`src/rtl/qbp_pkg.sv`:
```
`timescale 1ns / 1ps
// ----------------------------------------------------------------------------
// qbp_pkg
// Shared types and constants of the quadratic Bezier plotter.
// ----------------------------------------------------------------------------
package qbp_pkg;

   // request payload: restart flag in bit 0, zero filled to one byte
   localparam int REQ_DATA_W  = 8;
   localparam int CSR_INDEX_W = 3;

   // configuration register indexes
   localparam logic [CSR_INDEX_W-1:0] REG_START_X   = 3'd0;
   localparam logic [CSR_INDEX_W-1:0] REG_START_Y   = 3'd1;
   localparam logic [CSR_INDEX_W-1:0] REG_CONTROL_X = 3'd2;
   localparam logic [CSR_INDEX_W-1:0] REG_CONTROL_Y = 3'd3;
   localparam logic [CSR_INDEX_W-1:0] REG_END_X     = 3'd4;
   localparam logic [CSR_INDEX_W-1:0] REG_END_Y     = 3'd5;

   // sequencer states
   typedef enum logic [4:0] {
      ST_IDLE   = 5'b00001,
      ST_WEIGHT = 5'b00010,
      ST_SUM    = 5'b00100,
      ST_DIV    = 5'b01000,
      ST_EMIT   = 5'b10000
   } state_type;

   // which coordinate the shared datapath works on
   typedef enum logic {
      AXIS_X = 1'b0,
      AXIS_Y = 1'b1
   } axis_type;

endpackage

```
`src/rtl/qbp_mul.sv`:
```
`timescale 1ns / 1ps
// ----------------------------------------------------------------------------
// qbp_mul
// Shared unsigned multiplier with a registered product.
// ----------------------------------------------------------------------------
module qbp_mul #(
   parameter int A_W = 22,
   parameter int B_W = 12
) (
   input  logic                 clock,
   input  logic [A_W-1:0]       op_a,
   input  logic [B_W-1:0]       op_b,
   output logic [A_W+B_W-1:0]   product_ff
);

   localparam int P_W = A_W + B_W;

   logic [P_W-1:0] product_in;

   assign product_in = P_W'(op_a) * P_W'(op_b);

   always_ff @(posedge clock) begin
      product_ff <= product_in;
   end

endmodule

```
`src/rtl/qbp_div.sv`:
```
`timescale 1ns / 1ps
// ----------------------------------------------------------------------------
// qbp_div
// Divide by the constant STEPS squared (a power of two) as a registered shift.
// ----------------------------------------------------------------------------
module qbp_div #(
   parameter int STEPS = 1024,
   parameter int N_W   = 34,
   parameter int Q_W   = 12
) (
   input  logic             clock,
   input  logic             reset,
   input  logic             start,
   input  logic [N_W-1:0]   dividend,
   output logic             done_ff,
   output logic [Q_W-1:0]   quotient_ff
);

   // STEPS squared is 2^(2*log2(STEPS)): drop that many low bits
   localparam int SH = 2 * $clog2(STEPS);

   logic [Q_W-1:0] quotient_in;
   logic           done_in;

   assign quotient_in = Q_W'(dividend >> SH);
   assign done_in     = start;

   always_ff @(posedge clock) begin
      if (reset) begin
         done_ff <= 1'b0;
      end else begin
         done_ff <= done_in;
      end
   end

   // hold the quotient until the next start
   always_ff @(posedge clock) begin
      if (start) begin
         quotient_ff <= quotient_in;
      end
   end

endmodule

```
`src/rtl/quadratic_bezier_plotter_unit.sv`:
```
`timescale 1ns / 1ps
// ----------------------------------------------------------------------------
// quadratic_bezier_plotter_unit
// Steps a quadratic Bezier curve one point per request item.
// ----------------------------------------------------------------------------
//  channel   dir   handshake            payload
//  req_      in    tvalid/tready        tdata[0] restart
//  rsp_      out   tvalid/tready        tdata {pixel_y, pixel_x}, tuser new_pixel,
//                                       tlast final_step
//  csr_      in    we (no wait)         index, wdata (one coordinate)
//
//  An item occupies the sequencer from its accepting edge: the weight products
//  on the shared multiplier, then per axis the three weighted products from
//  the registered multiplier and the registered shift by STEPS^2, then the emit
//  step. The next item is accepted only after the sequencer is back in idle.
//  req_tready is high only while the sequencer idles; the result register
//  holds a finished item while the next one is already being computed, and a
//  result that still waits holds the next item in its emit step.
//  Reset is synchronous and clears step count, last pixel, result valid and the configuration registers.
// ----------------------------------------------------------------------------
module quadratic_bezier_plotter_unit #(
   parameter int STEPS      = 1024,    // a power of two
   parameter int COORD_BITS = 12
) (
   input  logic                                clock,
   input  logic                                reset,
   // request: bit 0 restart
   input  logic                                req_tvalid,
   output logic                                req_tready,
   input  logic [qbp_pkg::REQ_DATA_W-1:0]      req_tdata,
   // result: pixel_x from bit 0, then pixel_y, zero filled to bytes
   output logic                                rsp_tvalid,
   input  logic                                rsp_tready,
   output logic [((2*COORD_BITS+7)/8)*8-1:0]   rsp_tdata,
   // result flag: new_pixel
   output logic                                rsp_tuser,
   output logic                                rsp_tlast,
   // configuration writes
   input  logic                                csr_we,
   input  logic [qbp_pkg::CSR_INDEX_W-1:0]     csr_index,
   input  logic [COORD_BITS-1:0]               csr_wdata
);

   localparam int CB   = COORD_BITS;
   localparam int KW   = $clog2(STEPS);         // step index k
   localparam int RW   = $clog2(STEPS + 1);     // STEPS - k, up to STEPS
   localparam int WW   = 2 * RW;                // squared weights
   localparam int BW   = (RW > CB) ? RW : CB;   // second multiplier operand
   localparam int PW   = WW + BW;               // product
   localparam int AW   = WW + CB;               // weighted sum
   localparam int OW   = ((2 * CB + 7) / 8) * 8;

   // ---------------------------------------------------------------- registers
   logic [CB-1:0] start_x_ff, start_y_ff, control_x_ff, control_y_ff;
   logic [CB-1:0] end_x_ff, end_y_ff;

   qbp_pkg::state_type state_ff, state_in;
   qbp_pkg::axis_type  axis_ff, axis_in;
   logic [1:0]         cnt_ff, cnt_in;

   logic [KW-1:0] step_ff, step_in;     // next step of the curve
   logic [KW-1:0] k_ff, k_in;           // step of the item in work
   logic          have_prev_ff, have_prev_in;
   logic [CB-1:0] prev_x_ff, prev_x_in, prev_y_ff, prev_y_in;

   logic [WW-1:0] w0_ff, w0_in, w1_ff, w1_in, w2_ff, w2_in;
   logic [AW-1:0] acc_ff, acc_in;
   logic [CB-1:0] px_ff, px_in, py_ff, py_in;

   logic          rsp_valid_ff, rsp_valid_in;
   logic [OW-1:0] rsp_data_ff, rsp_data_in;
   logic          rsp_user_ff, rsp_user_in, rsp_last_ff, rsp_last_in;

   // ------------------------------------------------------------ shared units
   logic [WW-1:0] mul_a;
   logic [BW-1:0] mul_b;
   logic [PW-1:0] product;
   logic          div_start;
   logic [AW-1:0] div_dividend;
   logic          div_done;
   logic [CB-1:0] quotient;

   qbp_mul #(.A_W(WW), .B_W(BW)) u_mul (
      .clock      (clock),
      .op_a       (mul_a),
      .op_b       (mul_b),
      .product_ff (product)
   );

   qbp_div #(.STEPS(STEPS), .N_W(AW), .Q_W(CB)) u_div (
      .clock       (clock),
      .reset       (reset),
      .start       (div_start),
      .dividend    (div_dividend),
      .done_ff     (div_done),
      .quotient_ff (quotient)
   );

   // ------------------------------------------------------------ helpers
   logic [RW-1:0] r_val;
   logic [CB-1:0] p0_sel, p1_sel, p2_sel;
   logic          accept, last, fresh, out_free;
   logic [KW-1:0] k_start;

   assign r_val   = RW'(STEPS) - RW'(k_ff);
   assign p0_sel  = (axis_ff == qbp_pkg::AXIS_X) ? start_x_ff   : start_y_ff;
   assign p1_sel  = (axis_ff == qbp_pkg::AXIS_X) ? control_x_ff : control_y_ff;
   assign p2_sel  = (axis_ff == qbp_pkg::AXIS_X) ? end_x_ff     : end_y_ff;
   assign accept  = req_tvalid && req_tready;
   assign k_start = req_tdata[0] ? '0 : step_ff;
   assign last    = (k_ff == KW'(STEPS - 1));
   assign fresh   = !have_prev_ff || (px_ff != prev_x_ff) || (py_ff != prev_y_ff);
   assign out_free = !rsp_valid_ff || rsp_tready;

   assign req_tready = (state_ff == qbp_pkg::ST_IDLE);

   // weighted sum is complete once the third product lands
   assign div_start    = (state_ff == qbp_pkg::ST_SUM) && (cnt_ff == 2'd3);
   assign div_dividend = acc_ff + AW'(product);

   // multiplier operand schedule
   always_comb begin
      mul_a = '0;
      mul_b = '0;
      case (state_ff)
         qbp_pkg::ST_WEIGHT: begin
            case (cnt_ff)
               2'd0: begin mul_a = WW'(r_val); mul_b = BW'(r_val); end
               2'd1: begin mul_a = WW'(r_val); mul_b = BW'(k_ff);  end
               2'd2: begin mul_a = WW'(k_ff);  mul_b = BW'(k_ff);  end
               default: ;
            endcase
         end
         qbp_pkg::ST_SUM: begin
            case (cnt_ff)
               2'd0: begin mul_a = w0_ff; mul_b = BW'(p0_sel); end
               2'd1: begin mul_a = w1_ff; mul_b = BW'(p1_sel); end
               2'd2: begin mul_a = w2_ff; mul_b = BW'(p2_sel); end
               default: ;
            endcase
         end
         default: ;
      endcase
   end

   // sequencer
   always_comb begin
      state_in     = state_ff;
      axis_in      = axis_ff;
      cnt_in       = cnt_ff;
      step_in      = step_ff;
      k_in         = k_ff;
      have_prev_in = have_prev_ff;
      prev_x_in    = prev_x_ff;
      prev_y_in    = prev_y_ff;
      w0_in        = w0_ff;
      w1_in        = w1_ff;
      w2_in        = w2_ff;
      acc_in       = acc_ff;
      px_in        = px_ff;
      py_in        = py_ff;
      rsp_valid_in = rsp_valid_ff && !rsp_tready;
      rsp_data_in  = rsp_data_ff;
      rsp_user_in  = rsp_user_ff;
      rsp_last_in  = rsp_last_ff;

      case (state_ff)
         qbp_pkg::ST_IDLE: begin
            if (accept) begin
               // restart drops the last pixel before this point is formed
               k_in = k_start;
               if (req_tdata[0]) begin
                  have_prev_in = 1'b0;
               end
               step_in  = (k_start == KW'(STEPS - 1)) ? '0 : k_start + KW'(1);
               cnt_in   = 2'd0;
               axis_in  = qbp_pkg::AXIS_X;
               state_in = qbp_pkg::ST_WEIGHT;
            end
         end
         qbp_pkg::ST_WEIGHT: begin
            cnt_in = cnt_ff + 2'd1;
            case (cnt_ff)
               2'd1: w0_in = WW'(product);
               2'd2: w1_in = WW'(product << 1);
               2'd3: begin
                  w2_in    = WW'(product);
                  cnt_in   = 2'd0;
                  state_in = qbp_pkg::ST_SUM;
               end
               default: ;
            endcase
         end
         qbp_pkg::ST_SUM: begin
            cnt_in = cnt_ff + 2'd1;
            case (cnt_ff)
               2'd1: acc_in = AW'(product);
               2'd2: acc_in = acc_ff + AW'(product);
               2'd3: begin
                  cnt_in   = 2'd0;
                  state_in = qbp_pkg::ST_DIV;
               end
               default: ;
            endcase
         end
         qbp_pkg::ST_DIV: begin
            if (div_done) begin
               if (axis_ff == qbp_pkg::AXIS_X) begin
                  px_in    = quotient;
                  axis_in  = qbp_pkg::AXIS_Y;
                  state_in = qbp_pkg::ST_SUM;
               end else begin
                  py_in    = quotient;
                  state_in = qbp_pkg::ST_EMIT;
               end
            end
         end
         qbp_pkg::ST_EMIT: begin
            // hold until the result register is free
            if (out_free) begin
               rsp_valid_in = 1'b1;
               rsp_data_in  = OW'({py_ff, px_ff});
               rsp_user_in  = fresh;
               rsp_last_in  = last;
               if (fresh) begin
                  prev_x_in    = px_ff;
                  prev_y_in    = py_ff;
                  have_prev_in = 1'b1;
               end
               // the curve starts over after its final step
               if (last) begin
                  have_prev_in = 1'b0;
               end
               state_in = qbp_pkg::ST_IDLE;
            end
         end
         default: state_in = qbp_pkg::ST_IDLE;
      endcase
   end

   // control state
   always_ff @(posedge clock) begin
      if (reset) begin
         state_ff     <= qbp_pkg::ST_IDLE;
         axis_ff      <= qbp_pkg::AXIS_X;
         cnt_ff       <= '0;
         step_ff      <= '0;
         have_prev_ff <= 1'b0;
         prev_x_ff    <= '0;
         prev_y_ff    <= '0;
         rsp_valid_ff <= 1'b0;
      end else begin
         state_ff     <= state_in;
         axis_ff      <= axis_in;
         cnt_ff       <= cnt_in;
         step_ff      <= step_in;
         have_prev_ff <= have_prev_in;
         prev_x_ff    <= prev_x_in;
         prev_y_ff    <= prev_y_in;
         rsp_valid_ff <= rsp_valid_in;
      end
   end

   // datapath
   always_ff @(posedge clock) begin
      k_ff        <= k_in;
      w0_ff       <= w0_in;
      w1_ff       <= w1_in;
      w2_ff       <= w2_in;
      acc_ff      <= acc_in;
      px_ff       <= px_in;
      py_ff       <= py_in;
      rsp_data_ff <= rsp_data_in;
      rsp_user_ff <= rsp_user_in;
      rsp_last_ff <= rsp_last_in;
   end

   // configuration registers; unknown indexes are dropped
   always_ff @(posedge clock) begin
      if (reset) begin
         start_x_ff   <= '0;
         start_y_ff   <= '0;
         control_x_ff <= '0;
         control_y_ff <= '0;
         end_x_ff     <= '0;
         end_y_ff     <= '0;
      end else if (csr_we) begin
         case (csr_index)
            qbp_pkg::REG_START_X:   start_x_ff   <= csr_wdata;
            qbp_pkg::REG_START_Y:   start_y_ff   <= csr_wdata;
            qbp_pkg::REG_CONTROL_X: control_x_ff <= csr_wdata;
            qbp_pkg::REG_CONTROL_Y: control_y_ff <= csr_wdata;
            qbp_pkg::REG_END_X:     end_x_ff     <= csr_wdata;
            qbp_pkg::REG_END_Y:     end_y_ff     <= csr_wdata;
            default: ;
         endcase
      end
   end

   assign rsp_tvalid = rsp_valid_ff;
   assign rsp_tdata  = rsp_data_ff;
   assign rsp_tuser  = rsp_user_ff;
   assign rsp_tlast  = rsp_last_ff;

endmodule

```
`config.mk`:
```
export PLATFORM = sky130hd
export DESIGN_NAME = quadratic_bezier_plotter_unit
export DESIGN_NICKNAME = d
export VERILOG_FILES = /design/src/rtl/qbp_pkg.sv /design/src/rtl/qbp_mul.sv /design/src/rtl/qbp_div.sv /design/src/rtl/quadratic_bezier_plotter_unit.sv
export SDC_FILE = /design/constraint.sdc
export NUM_CORES = 1
export LEC_CHECK = 0
export BUFFER_PORTS_ARGS = -buffer_cell sky130_fd_sc_hd__buf_2
export CORE_ASPECT_RATIO = 1.25
export CORE_MARGIN = 8
export CORE_UTILIZATION = 60
export DETAILED_ROUTE_END_ITERATION = 10
export PLACE_DENSITY = 0.75
export SETUP_SLACK_MARGIN = 0.4
export SLEW_MARGIN = 15
export SYNTH_ARGS = -nofsm -noshare
export SYNTH_HDL_FRONTEND = slang
export SYNTH_SLANG_ARGS = --single-unit
```
`constraint.sdc`:
```
create_clock -name clock -period 15.4 [get_ports clock]
set_input_delay 3.08 -clock clock [delete_from_list [all_inputs] [get_ports clock]]
set_output_delay 3.08 -clock clock [all_outputs]
set_load 0.1 [all_outputs]
```
==> results_tabular.tex, run 1 <==
\begin{tabular}{lr}
\hline
Metric & Value \\
\hline
\multicolumn{2}{l}{\textbf{Critical path}} \\
Slowest cell on the critical path & clkinv\_1 \\
Crit Path Class & flip-flop to flip-flop \\
Biggest cell delay along the critical path & 760 ps \\
Critical Path AT & between 9000 and 10000 ps \\
Cell family with most CP delay & adder cells \\
Number of cells traversed by the worst register-to-register path & 27 \\
Flop2flop setup slack & between 6000 and 7000 ps \\
Nature of the critical path endpoint & flip-flop \\
WP data required & between 15000 and 20000 ps \\
Terminus of the critical flop-to-flop path & u\_mul.product\_ff[30] \\
Crit Reg-Reg Startpoint & cnt\_ff[0] \\
Most common cell on crit path & fa\_1 \\
CP max FO & 65 \\
Category of the worst setup path launch point & flip-flop \\
Count of buffering cells on the critical path with inverters included & 7 \\
\multicolumn{2}{l}{\textbf{Placed design}} \\
Count of input and output buffers & 48 \\
Global placement routability congestion & between 0.9 and 1 \\
Detail Placement HPWL & between 30000 and 40000 microns \\
\multicolumn{2}{l}{\textbf{Power}} \\
Total power per unit cell area & between 70 and 80 nW/um\^{}2 \\
Internal cell power & roughly 1.4 mW \\
Sw power & approximately 0.40 mW \\
Share of total power consumed by net switching & between 20\% and 30\% \\
Seq pwr share & between 50\% and 60\% \\
Worst ir drop on vdd & 0.0000802 V \\
Clock Power Share & between 40\% and 50\% \\
Portion of total power attributed to combinational logic & 5.0\% \\
P\_leak & 9.73 nW \\
Design Power & between 1.5 and 2 mW \\
\multicolumn{2}{l}{\textbf{Min path}} \\
Worst hold-check path type & flip-flop to flip-flop \\
Beginning of the worst hold path & u\_div.quotient\_ff[3] \\
Destination of the worst hold path & px\_ff[3] \\
Number of cells traversed by the worst hold path & 0 \\
\multicolumn{2}{l}{\textbf{Logic synthesis}} \\
Average instance area after synthesis & a little under 10 sq um \\
Share of flip-flops with an asynchronous set or reset & 0\% \\
Post-synthesis instance total & between 2000 and 2500 \\
Summed instance area of the synthesized netlist & $\sim$22000 sq um \\
Sequential cell area fraction in the yosys report & roughly 37\% \\
FF+latch count, synth & 318 \\
Most used DFF post-synth & edfxtp\_1 \\
Synthesized net count & 2570 \\
Number of flops mapped to enable cells by yosys & 169 \\
Unique cell type count in the Yosys netlist & between 70 and 80 \\
Total number of yosys warnings & 0 \\
\multicolumn{2}{l}{\textbf{Routing}} \\
Routed length on met1 & slightly below 20000 microns \\
Total Wirelength & $\sim$51000 microns \\
Met2 wire length & about 26000 microns \\
ANT nets after route & 0 \\
DRC violation total after the first TritonRoute iteration & around 1500 \\
Post-route DRC violation count & 0 \\
Detailed-routed wire length on met3 & between 3000 and 4000 microns \\
Total via count in the routed design & roughly 16000 \\
Top layer used by detailed routing & met4 \\
Final routed wire length divided by cell count & 18.7 microns \\
Detailed-router iteration count before antenna repair & 6 \\
Vias per cell & 5.92 \\
\multicolumn{2}{l}{\textbf{Clock network}} \\
Worst skew pair latency & between 500 and 600 ps \\
Clk slew on worst S/H paths & around 70 ps \\
Clock sinks & roughly 320 \\
Cts bufs inserted & 29 \\
CTS H-tree lvls & 1 \\
Cell at the root of the clock tree & clkbuf\_16 \\
TritonCTS clock tree & built \\
Clock buffer depth & 3 \\
Post-CTS Hold Fix Bufs & 0 \\
Number of gates resized after cts & 0 \\
Post-CTS setup-driven buffer insertion count & 0 \\
\multicolumn{2}{l}{\textbf{Layout}} \\
Fill cell total of the finished layout & roughly 2900 \\
Net count, final & around 2600 \\
Area growth from synthesis to final layout & 8.06\% \\
Fraction of final layout cells sized beyond drive strength 1 & $\sim$7.5\% \\
\multicolumn{2}{l}{\textbf{Floorplan}} \\
Die outline width & roughly 190 microns \\
Area of the core & 36100 sq um \\
Die Area & 42800 sq um \\
Number of top-level design ports & 56 \\
Effective utilization at floorplan & around three fifths \\
Placement Rows & slightly below 80 \\
Height of the die & $\sim$230 microns \\
\multicolumn{2}{l}{\textbf{GRT}} \\
Wire length of the first global-routing pass & roughly 83000 microns \\
Vias in the first global route & 16577 \\
Maximum number of pins on one net before global-route repair & between 60 and 70 \\
GRT Residual Overflow & 0 \\
Gr usage total & approximately a quarter \\
Number of antenna violations at the first check in global routing & 0 \\
\multicolumn{2}{l}{\textbf{STA}} \\
Share of the clock period used by the worst path & between 50 and 60\% \\
Clock Skew & $\sim$10 ps \\
Number of slew-limit violations in the final report & 0 \\
Summed negative setup slack over all endpoints & 0 ps \\
Minimum clock period after layout & roughly 9000 ps \\
Slew at the pin with the worst max-slew slack & around 1200 ps \\
Hold violation total from the final report & 0 \\
RSZ-0062 raised after global routing & no \\
Worst slew margin relative to its limit & between 10\% and 20\% \\
Final setup violating endpoints & 0 \\
Peak clock frequency supported by timing & between 0.1 and 0.15 GHz \\
\multicolumn{2}{l}{\textbf{Status}} \\
Result of the run & finished clean \\
\multicolumn{2}{l}{\textbf{Run}} \\
Total of max-cap violations & 0 \\
\hline
\end{tabular}
## power groups by stage
stage / sequential [mW] / combinational (mW) / clock, mW
2_1_floorplan: 0.917 / 0.0577 / 0
3_3_place_gp: 0.920 / 0.0833 / 0
3_5_place_dp: 0.921 / 0.0854 / 0
4_1_cts: 0.902 / 0.0861 / 0.779
5_1_grt: 0.903 / 0.0940 / 0.810
6_report: 0.902 / 0.0876 / 0.769
## kinds of logic (layout without fill, tap and decap cells)
kind of cell    Yosys count  after routing  synth area share [%]
compound gates          375            375                  11.5
simple gates            741            741                  15.3
fa+ha+maj               301            301                  24.1
mux                      57             57                  2.72
buf+inv                 369            401                  6.36
other cells               0              2                     0
xor+xnor                 80             80                  3.24
flops                   318            318                  36.8
## flip-flops by register name (all words and copies together), names as in the netlist, 2 cells and up
register / cells
control_x_ff: 12
end_y_ff: 12
acc_ff: 32
w0_ff: 22
prev_y_ff: 12
end_x_ff: 12
prev_x_ff: 12
py_ff: 12
u_mul.product_ff: 32
rsp_tdata: 24
start_y_ff: 12
w2_ff: 22
start_x_ff: 12
w1_ff: 21
state_ff: 5
px_ff: 12
cnt_ff: 2
control_y_ff: 12
u_div.quotient_ff: 12
k_ff: 10
step_ff: 10
## area by class of cell
cell class	count	area (sq um)	share of cell area, %
Sequential cell	318	8060	34.1
Antenna cell	2	5.00	0.0212
Multi-Input combinational cell	1554	12400	52.6
Clock inverter	19	255	1.08
Tap cell	480	601	2.54
Inverter	265	995	4.21
Timing Repair Buffer	82	504	2.13
Clock buffer	35	778	3.29
## how the worst max path moves through the flow
stage | start | endpoint | depth (start not counted)
global placement | cnt_ff[0] | u_mul.product_ff[30] | 27
detailed placement | cnt_ff[0] | u_mul.product_ff[30] | 27
CTS | cnt_ff[0] | u_mul.product_ff[30] | 27
global route | cnt_ff[0] | u_mul.product_ff[30] | 27
floorplan | k_ff[1] | u_mul.product_ff[30] | 29
finish | cnt_ff[0] | u_mul.product_ff[30] | 27
## worst register-to-register path, cell delays in order, from the launching register on
cell	delay (ps)
dfxtp_1	340
inv_1	150
ha_4	390
buf_4	680
clkinv_1	790
nor2_1	450
nand2_1	110
o221ai_1	90
buf_4	280
nand2_1	120
fa_1	590
inv_1	70
fa_1	560
fa_1	430
fa_1	490
inv_1	50
fa_1	470
inv_1	40
ha_1	350
and4_1	240
and2_1	180
o211ai_1	120
nand3_1	180
a21oi_1	440
a211oi_1	150
o21a_1	230
o21a_1	200
o311ai_0	430
## Yosys cell counts, types with 4 or more instances
master	number	share of area (%)
edfxtp_1	169	23
clkbuf_1	91	1.6
o21ai_0	50	1.1
nand3_1	26	0.60
nand2b_1	14	0.40
xor2_1	30	1.2
a21o_1	28	0.96
a211o_1	6	0.24
o31ai_1	4	0.14
a22oi_1	16	0.55
nor2_1	102	1.8
fa_1	200	18
and2_1	52	1.5
a21boi_0	5	0.17
o221ai_1	7	0.28
buf_1	9	0.15
nor3_1	36	0.82
a21oi_1	139	3.2
dfxtp_1	149	14
ha_1	101	5.8
xnor2_1	49	2.0
a222oi_1	43	2.0
o21a_1	17	0.58
nor2b_1	33	0.94
and3_1	18	0.51
inv_1	264	4.5
mux2i_1	37	1.7
nand2_1	407	7.0
a31oi_1	13	0.37
mux2_2	20	1.0
o211ai_1	10	0.34
a211oi_1	8	0.27
nand4_1	10	0.29
nor4_1	7	0.20
buf_2	4	0.092
or3_1	12	0.34
## layer usage
| layer | GRT usage [%] | vias to the layer above |
|---|---|---|
| met5 | 0 | - |
| met3 | 3.06 | 118 |
| li1 | - | 7551 |
| met1 | 28.6 | 8041 |
| met2 | 42.5 | 599 |
| met4 | 9.49 | 0 |
## metrics by stage
stage / setup WS (ps) / instances / cell area, sq um / hold slack, ps / util, %
CTS: 6740 / 2752 / 23600 / 446 / 65.4
global route: 6250 / 2753 / 23600 / 468 / 65.4
finish: 6630 / 2755 / 23600 / 447 / 65.4
detailed placement: 6760 / 2698 / 22600 / 432 / 62.5
global placement: 6920 / 2698 / 22600 / 428 / 62.5
floorplan: 8190 / 2241 / 21900 / 421 / -
## layout by cell type, fill, tap and decap left out, types with 49 or more instances in the layout
cell type and instances:
a21oi_1 139, inv_1 264, xnor2_1 49, fa_1 200
and2_1 52, nor2_1 102, nand2_1 407, ha_1 99
dfxtp_1 149, edfxtp_1 169
Note: power is estimated with default switching activity, not from simulation.
==> run 2: changes to the inputs <==
Clock period 15.4 ns to 8.6 ns, I/O delays scaled along.
==> run 2 against run 1 <==
Against the previous run:
- largest cell class unchanged
- cell count is 0.51% higher
- clock power grew 89%
- die area is the same
- largest power group unchanged
- critical endpoint is now u_mul.product_ff[31]
- worst setup slack got worse by 5900 ps
==> results_tabular.tex, run 2 (synthesized netlist as in run 1, its figures left out) <==
\begin{tabular}{lr}
\hline
Metric & Value \\
\hline
\multicolumn{2}{l}{\textbf{Status}} \\
Result of the run & finished clean \\
\multicolumn{2}{l}{\textbf{Clock network}} \\
Clock buffer depth & 3 (unchanged) \\
TritonCTS clock tree & built \\
Clk slew on worst S/H paths & 70 ps (about the same) \\
CTS H-tree lvls & 1 (unchanged) \\
Clock sinks & 318 (unchanged) \\
Cts bufs inserted & 28 (-3.4\%) \\
Cell at the root of the clock tree & clkbuf\_16 \\
Post-CTS Hold Fix Bufs & 0 (unchanged) \\
Worst skew pair latency & 590 ps (about the same) \\
\multicolumn{2}{l}{\textbf{Routing}} \\
DRC violation total after the first TritonRoute iteration & 1350 (-7.5\%) \\
Final routed wire length divided by cell count & 18.6 microns (-0.56\%) \\
Post-route DRC violation count & 0 (unchanged) \\
Total via count in the routed design & 16338 (+0.18\%) \\
ANT nets after route & 0 (unchanged) \\
Total Wirelength & 51400 microns (about the same) \\
Vias per cell & 5.90 (-0.33\%) \\
Detailed-router iteration count before antenna repair & 9 (+3) \\
\multicolumn{2}{l}{\textbf{STA}} \\
Clock Skew & 42.0 ps (+32.2 ps) \\
Summed negative setup slack over all endpoints & 0 ps (unchanged) \\
Final setup violating endpoints & 0 (unchanged) \\
Peak clock frequency supported by timing & 0.127 GHz (+11\%) \\
Hold violation total from the final report & 0 (unchanged) \\
Number of slew-limit violations in the final report & 0 (unchanged) \\
Worst slew margin relative to its limit & 19.7\% (+0.24 points) \\
Hold\_ws & 450 ps (+3.61 ps) \\
Post-route worst setup slack & 729 ps (-5900 ps) \\
Minimum clock period after layout & 7870 ps (-897 ps) \\
RSZ-0062 raised after global routing & no \\
Slew at the pin with the worst max-slew slack & 1200 ps (-4.63 ps) \\
Share of the clock period used by the worst path & 91.5\% (+35 points) \\
\multicolumn{2}{l}{\textbf{Power}} \\
Total power per unit cell area & 135 nW/um\^{}2 (+82\%) \\
Worst ir drop on vdd & 0.000138 V (+72\%) \\
P\_leak & 9.86 nW (+1.4\%) \\
\multicolumn{2}{l}{\textbf{Layout}} \\
Multi-input combinational cell area & 12500 sq um (+0.18\%) \\
Most common library cell in the layout ignoring fill and taps & nand2\_1 \\
Sequential cell area & 8060 sq um (unchanged) \\
Fill cell total of the finished layout & 2830 (-1.2\%) \\
Summed area of non-filler cells in the final layout & 23800 sq um (+0.87\%) \\
Highest-count cells in the layout ignoring fill and taps & 407 x nand2\_1, 264 x inv\_1, 200 x fa\_1 \\
Diodes inserted & 0 (-2) \\
Fraction of final layout cells sized beyond drive strength 1 & 8.30\% (+0.82 points) \\
Net count, final & 2596 (+0.66\%) \\
Area growth from synthesis to final layout & 9.01\% \\
\multicolumn{2}{l}{\textbf{Critical path}} \\
Crit. Startpoint & cnt\_ff[0] \\
Crit Reg-Reg Startpoint & cnt\_ff[0] \\
Category of the worst setup path launch point & flip-flop \\
CP max FO & 28 (-57\%) \\
Crit Path Class & flip-flop to flip-flop \\
Critical Path AT & 8370 ps (-830 ps) \\
End of the critical path & u\_mul.product\_ff[31] \\
WP data required & 9090 ps (-6740 ps) \\
Flop2flop setup slack & 730 ps (-5900 ps) \\
Nature of the critical path endpoint & flip-flop \\
Terminus of the critical flop-to-flop path & u\_mul.product\_ff[31] \\
Number of cells traversed by the worst register-to-register path & 25 (-7.4\%) \\
\multicolumn{2}{l}{\textbf{GRT}} \\
Number of antenna violations at the first check in global routing & 0 (unchanged) \\
Vias in the first global route & 16704 (+0.77\%) \\
GRT Residual Overflow & 0 (unchanged) \\
Maximum number of pins on one net before global-route repair & 65 (-1.5\%) \\
Wire length of the first global-routing pass & 83600 microns (+0.11\%) \\
Gr usage total & 23.7\% (about the same) \\
\multicolumn{2}{l}{\textbf{Floorplan}} \\
Number of top-level design ports & 56 (unchanged) \\
Area of the core & 36100 sq um (unchanged) \\
Die Area & 42800 sq um (unchanged) \\
Placement Rows & 78 (unchanged) \\
Die outline width & 187 microns (unchanged) \\
Effective utilization at floorplan & 60.6\% (unchanged) \\
Height of the die & 229 microns (unchanged) \\
\multicolumn{2}{l}{\textbf{Placed design}} \\
Detail Placement HPWL & 37900 microns (+2.3\%) \\
Global placement routability congestion & 0.869 (-6.5\%) \\
Worst setup slack after placement & 434 ps (-6330 ps) \\
Area after detailed placement & 22700 sq um (+0.57\%) \\
Count of input and output buffers & 48 (unchanged) \\
\multicolumn{2}{l}{\textbf{Run}} \\
Total of max-cap violations & 0 (unchanged) \\
\multicolumn{2}{l}{\textbf{Min path}} \\
Worst hold-check path type & flip-flop to flip-flop \\
\hline
\end{tabular}
[run 2: per-layer routing]
metal / up-vias / GRT usage [%] / routed length (microns)
met4: 0 / 8.40 / 1590
met3: 115 / 2.61 / 2790
met1: 8095 / 28.3 / 20100
met5: - / 0 / 0
li1: 7584 / - / -
met2: 544 / 43.6 / 26900
[run 2: how the worst min path moves through the flow]
stage                            to  depth (start not counted)             startpoint
after global routing       px_ff[3]                          0   u_div.quotient_ff[3]
final                      px_ff[3]                          0   u_div.quotient_ff[3]
after CTS                  py_ff[3]                          0   u_div.quotient_ff[3]
after detailed placement   py_ff[3]                          0   u_div.quotient_ff[3]
after floorplan            px_ff[0]                          0   u_div.quotient_ff[0]
after global placement    py_ff[11]                          0  u_div.quotient_ff[11]
[run 2: worst max-delay path, stage by stage, from the launching register on]
cell,delay [ps]
dfxtp_1,340
inv_1,150
ha_2,670
buf_4,400
a22oi_1,120
o221ai_1,880
buf_4,290
nand2_1,80
fa_1,530
fa_1,550
inv_1,50
fa_1,460
fa_1,490
inv_1,50
fa_1,480
inv_1,50
ha_1,330
nand2_1,70
a21oi_1,190
o21a_1,180
nand2_1,60
o211a_1,300
a211o_1,350
a31oi_1,290
o21ai_0,160
a211oi_2,220
[run 2: what timing repair did]
action                                  in CTS  in global routing
gates resized for setup                      0                  5
setup buffers                                0                  1
endpoints found under the setup margin       0                  3
[run 2: metrics by stage]
stage	instances	total power [mW]	util [%]
2_1_floorplan	2241	1.75	-
3_3_place_gp	2715	1.80	62.9
3_5_place_dp	2715	1.80	62.9
4_1_cts	2767	3.24	65.9
5_1_grt	2769	3.31	66.0
6_report	2769	3.22	66.0
[run 2: where the power goes]
| part | internal, mW | leakage [nW] | switching (mW) |
|---|---|---|---|
| combinational | 0.0466 | 6.72 | 0.113 |
| clock | 0.868 | 0.529 | 0.582 |
| sequential | 1.60 | 2.61 | 0.0162 |
[run 2: layout make-up]
class / instances / area share, %
clock inverters: 20 / 1.32
multi-input cells: 1554 / 52.3
well taps: 480 / 2.52
flip-flops and latches: 318 / 33.8
clock buffers: 32 / 3.26
repair buffers: 100 / 2.66
inverters: 265 / 4.17
